<file path="config.mk">
export PLATFORM = sky130hd
export DESIGN_NAME = sttl_ctrl
export DESIGN_NICKNAME = d
export VERILOG_FILES = /design/src/rtl/sttl_pkg.sv /design/src/rtl/sttl_ctrl.sv
export SDC_FILE = /design/constraint.sdc
export NUM_CORES = 1
export LEC_CHECK = 0
export ABC_AREA = 1
export BUFFER_PORTS_ARGS = -buffer_cell sky130_fd_sc_hd__clkbuf_2
export CAP_MARGIN = 20
export CORE_MARGIN = 3
export CORE_UTILIZATION = 50
export DETAILED_ROUTE_END_ITERATION = 8
export GPL_ROUTABILITY_DRIVEN = 0
export PLACE_DENSITY = 0.92
export SYNTH_ARGS = -nofsm -noshare
export SYNTH_HDL_FRONTEND = slang
export SYNTH_SLANG_ARGS = --single-unit
</file>
<file path="constraint.sdc">
create_clock -name clock -period 2 [get_ports clock]
set_input_delay 0.1 -clock clock [delete_from_list [all_inputs] [get_ports clock]]
set_output_delay 0.1 -clock clock [all_outputs]
set_load 0.1 [all_outputs]
</file>
<file path="src/rtl/sttl_pkg.sv">
// Shared types and constants for the sorted time table with nearest-key lookup.
// Depends on nothing; used by the interfaces, controller, datapath and top level.
`timescale 1ns / 1ps
`default_nettype none

package sttl_pkg;

   localparam int KIND_W      = 2;
   localparam int EPOCH_W     = 48;
   localparam int PAYLOAD_W   = 64;
   localparam int STATUS_W    = 2;
   localparam int COUNT_OUT_W = 7;

   // operation codes carried by an input item
   typedef enum logic [KIND_W-1:0] {
      KIND_INSERT = 2'd0,
      KIND_LOOKUP = 2'd1,
      KIND_CLEAR  = 2'd2
   } kind_type;

   // result status codes
   typedef enum logic [STATUS_W-1:0] {
      STATUS_DONE  = 2'd0,
      STATUS_EMPTY = 2'd1,
      STATUS_FULL  = 2'd2
   } status_type;

   // commands from the controller to the datapath
   typedef struct packed {
      logic       cap;           // capture the item, start a search over the table
      logic       clear;         // empty the table
      logic       rd_mid;        // read the key at the search midpoint
      logic       step;          // narrow the search window
      logic       rd_probe;      // read keys at the found position and the one below
      logic       set_sel;       // latch the nearest entry index
      logic       rd_sel;        // read the nearest entry
      logic       set_idx;       // start a shift at the top of the table
      logic       rd_shift;      // read the entry below the shift index
      logic       wr_shift;      // move that entry up one place
      logic       wr_req;        // write the item's key and payload at the found position
      logic       inc_fill;      // one more entry held
      logic       res_load;      // load the result registers
      status_type res_status;
      logic       res_replaced;
      logic       res_hit;       // result carries the entry just read
   } cmd_type;

   // status from the datapath to the controller
   typedef struct packed {
      kind_type kind;
      logic     empty;
      logic     full;
      logic     search_done;
      logic     match;
      logic     shift_more;
   } stat_type;

endpackage

`default_nettype wire

</file>
<file path="src/rtl/sttl_ctrl.sv">
// Controller state machine: sequences search, shift, write and fetch steps per item.
// Depends on sttl_pkg for the command and status structs.
`timescale 1ns / 1ps
`default_nettype none

module sttl_ctrl (
   input  wire logic               clock,
   input  wire logic               reset,
   input  wire logic               req_valid,
   output logic                    req_ready,
   output logic                    rsp_valid,
   input  wire logic               rsp_ready,
   input  wire sttl_pkg::stat_type stat,
   output sttl_pkg::cmd_type       cmd
);

   import sttl_pkg::*;

   typedef enum logic [9:0] {
      S_IDLE     = 10'b00_0000_0001,
      S_DISPATCH = 10'b00_0000_0010,
      S_SEARCH   = 10'b00_0000_0100,
      S_CMP      = 10'b00_0000_1000,
      S_DECIDE   = 10'b00_0001_0000,
      S_SHIFT_RD = 10'b00_0010_0000,
      S_SHIFT_WR = 10'b00_0100_0000,
      S_FETCH    = 10'b00_1000_0000,
      S_HIT      = 10'b01_0000_0000,
      S_RESP     = 10'b10_0000_0000
   } state_type;

   state_type state_ff, state_in;

   // handshake
   assign req_ready = (state_ff == S_IDLE);
   assign rsp_valid = (state_ff == S_RESP);

   // next state and commands
   always_comb begin
      state_in = state_ff;
      cmd      = '0;
      cmd.res_status = STATUS_DONE;
      unique case (state_ff)
         S_IDLE: begin
            if (req_valid) begin
               cmd.cap  = 1'b1;
               state_in = S_DISPATCH;
            end
         end
         S_DISPATCH: begin
            case (stat.kind)
               KIND_INSERT: state_in = S_SEARCH;
               KIND_LOOKUP: begin
                  if (stat.empty) begin
                     cmd.res_load   = 1'b1;
                     cmd.res_status = STATUS_EMPTY;
                     state_in       = S_RESP;
                  end else begin
                     state_in = S_SEARCH;
                  end
               end
               KIND_CLEAR: begin
                  cmd.clear    = 1'b1;
                  cmd.res_load = 1'b1;
                  state_in     = S_RESP;
               end
               default: begin
                  cmd.res_load = 1'b1;
                  state_in     = S_RESP;
               end
            endcase
         end
         S_SEARCH: begin
            if (stat.search_done) begin
               cmd.rd_probe = 1'b1;
               state_in     = S_DECIDE;
            end else begin
               cmd.rd_mid = 1'b1;
               state_in   = S_CMP;
            end
         end
         S_CMP: begin
            cmd.step = 1'b1;
            state_in = S_SEARCH;
         end
         S_DECIDE: begin
            if (stat.kind == KIND_LOOKUP) begin
               cmd.set_sel = 1'b1;
               state_in    = S_FETCH;
            end else if (stat.match) begin
               cmd.wr_req       = 1'b1;
               cmd.res_load     = 1'b1;
               cmd.res_replaced = 1'b1;
               state_in         = S_RESP;
            end else if (stat.full) begin
               cmd.res_load   = 1'b1;
               cmd.res_status = STATUS_FULL;
               state_in       = S_RESP;
            end else begin
               cmd.set_idx = 1'b1;
               state_in    = S_SHIFT_RD;
            end
         end
         S_SHIFT_RD: begin
            if (stat.shift_more) begin
               cmd.rd_shift = 1'b1;
               state_in     = S_SHIFT_WR;
            end else begin
               cmd.wr_req   = 1'b1;
               cmd.inc_fill = 1'b1;
               cmd.res_load = 1'b1;
               state_in     = S_RESP;
            end
         end
         S_SHIFT_WR: begin
            cmd.wr_shift = 1'b1;
            state_in     = S_SHIFT_RD;
         end
         S_FETCH: begin
            cmd.rd_sel = 1'b1;
            state_in   = S_HIT;
         end
         S_HIT: begin
            cmd.res_load = 1'b1;
            cmd.res_hit  = 1'b1;
            state_in     = S_RESP;
         end
         S_RESP: begin
            if (rsp_ready) state_in = S_IDLE;
         end
         default: state_in = S_IDLE;
      endcase
   end

   // state register
   always_ff @(posedge clock) begin
      if (reset) state_ff <= S_IDLE;
      else       state_ff <= state_in;
   end

endmodule

`default_nettype wire

</file>
==> results.toml <==
[route]
ant_nets = 0
avgViaCountPerCell = 4.99
drt-initial-drc-count = 21
drcViolationCount = 0
drtPass1Iterations = 4
post_drt_wl_per_cell_um = 11.5
num_vias = 893
finalWirelength_mm = 2.07

[global_routing]
grt_pass1_wl_mm = 3.25
grt_max_degree = 8
antenna_found_initial = 0
grt.total_usage = 0.225
grt_pass1_vias = 822
grt-ovfl-total = 0

[logic_synthesis]
synth_seq_cells = 10
synthCells = 130
synth_fa_ha_area_frac = 0
synth_compound_area_frac = 0.0197
synth_warnings = 0
yosys.area.top_type_share = 0.262
synth_area_um2 = 763
syn-num-nets = 141
synth_area_leaders = "dfxtp_1, inv_1, nor2_1"
yosys.area.top_type = "dfxtp_1"
synth_mux_area_frac = 0
avgSynthCellArea_um2 = 5.87
synth_top_family_by_area = "simple AND/OR/NAND/NOR gates"
yosysUniqueCellTypes = 15
synthSimpleGateAreaFrac = 0.546
synth-seq-area-share = 0.262
synth-xor-area-share = 0

[setup_path]
required_ps = 1900
critPathArrivalTime_ps = 1780
endpoint_kind = "primary output"
startpoint = "state_ff[6]"
path_class = "register to primary output"
timing.rr.start = "state_ff[8]"
critical_path.max_fanout = 4
reg2reg_depth = 9
crit_end = "cmd[11]"
r2r-end = "state_ff[9]"
r2r_slack_ps = 550
start_kind = "register"

[finish]
antennaDiodeCount = 0
drive_gt1_frac = 0.433
fin_util = 0.745
final_nets = 176
largest_reg_flops = 10
top_register = "state_ff"
final_common_cell = "inv_1"
synthToLayoutAreaGrowth_pct = 33.3
layout.cells.non_filler = 179
reg_top3 = "state_ff x10"
design_area_um2 = 1020
layout_common_cells = "inv_1, clkbuf_2, nand2_1"

[place]
numPortBuffers = 29
place_inst = 174
post-dp-hpwl_mm = 1.68
place_area_um2 = 962

[clocking]
cts_buffers = 3
htree_levels = 1
cts-root-buf = "clkbuf_4"
postCtsSetupBuffers = 0
cts_buffer_depth = 2
clock_latency_ps = 270
cts_tree = "built"
clkTransAtPathRegs_ps = 60
clkSinkCount = 10

[timing]
worst_slew_pin_slew_ps = 548
max_slew_margin = 0.636
finalCritPeriodShare = 0.939
slew_violations = 0
rsz0062_at_grt = "false"
fin_crit_ps = 1880
max_freq_mhz = 532
setup_viol = 0
fin_skew_ps = 5.89
finalHoldViolCount = 0

[power]
peakVddDrop_uv = 418
p_leak_nw = 0.637
p_per_area_nw_per_um2 = 547

[floorplanning]
fp.dieH_um = 45.1
start_util = 0.559
rows = 13
pin_count = 30
die_w_um = 45.1
dieArea_um2 = 2030
core_um2 = 1370

[worst_hold_path]
hold_path_class = "input pin to register"

[outcome]
status = "completed"

[flow_run]
cap_violations = 0
==> cells in the mapped netlist <==
cell / instances
dfxtp_1: 10
nand3_2: 1
inv_1: 35
nor2_2: 10
nand2_2: 4
nand3_1: 9
nor2_4: 5
nand3b_1: 1
a21oi_1: 1
nand2_4: 1
or2_1: 1
o21ai_0: 2
nand2_1: 23
nand4_1: 2
nor2_1: 25
==> repair_timing <==
| action | 4_1_cts | 5_1_grt |
|---|---|---|
| endpoints found under the hold margin | 1 | 0 |
| setup endpoints to repair | 0 | 6 |
| hold buffers | 1 | 0 |
| gates resized for setup | 0 | 4 |
==> critical path: stages (launching register included) <==
cell      delay, ps
dfxtp_2         330
nor2_4          150
nand2_2          90
nor2_2          160
nand2_1         110
nor2_1          180
clkbuf_2        490
==> how the worst min path moves through the flow <==
stage                       start     endpoint  cells past startpoint
after global placement      reset  state_ff[8]                      2
final                     stat[2]  state_ff[3]                      4
after floorplan             reset  state_ff[8]                      1
after CTS                 stat[2]  state_ff[3]                      4
after global routing      stat[2]  state_ff[3]                      4
after detailed placement    reset  state_ff[8]                      2
==> through the flow <==
stage | setup TNS (ps) | power (W) | hold slack, ps | setup slack (ps)
after floorplan | -1480 | 0.000336 | 165 | -375
after global placement | 0 | 0.000364 | 273 | 436
after detailed placement | 0 | 0.000369 | 274 | 356
after CTS | 0 | 0.000554 | 105 | 59.3
after global routing | 0 | 0.000586 | 107 | 31.0
final | 0 | 0.000556 | 103 | 122
==> cell type report <==
type	count	area (um^2)
multi-input cells	85	452
fillers	105	349
flip-flops and latches	10	210
repair buffers	30	169
inverters	35	131
clock buffers	4	36.3
well taps	15	18.8
==> report_power, final <==
part	total (W)	internal [W]	leakage, nW	switching (W)
Sequential	0.000209	0.000204	0.0852	0.00000457
Combinational	0.000162	0.0000381	0.531	0.000124
Clock	0.000186	0.000111	0.0210	0.0000751
Total	0.000556	0.000353	0.637	0.000203
==> cell families after synthesis <==
kind of cell / Yosys count
and+or+nand+nor: 82
buffers and inverters: 35
DFF: 10
AOI/OAI and AO/OA: 3
==> metal layers <==
metal  vias to the layer above  share of wire  track usage  wire [um]
met5                         -              0            0          0
met4                         0          0.022        0.117         45
met3                         6          0.077       0.0637        160
met2                        42           0.54        0.418       1110
met1                       399           0.36        0.221        752
li1                        446              -            -          -
Power figures use the tool's default switching activity.
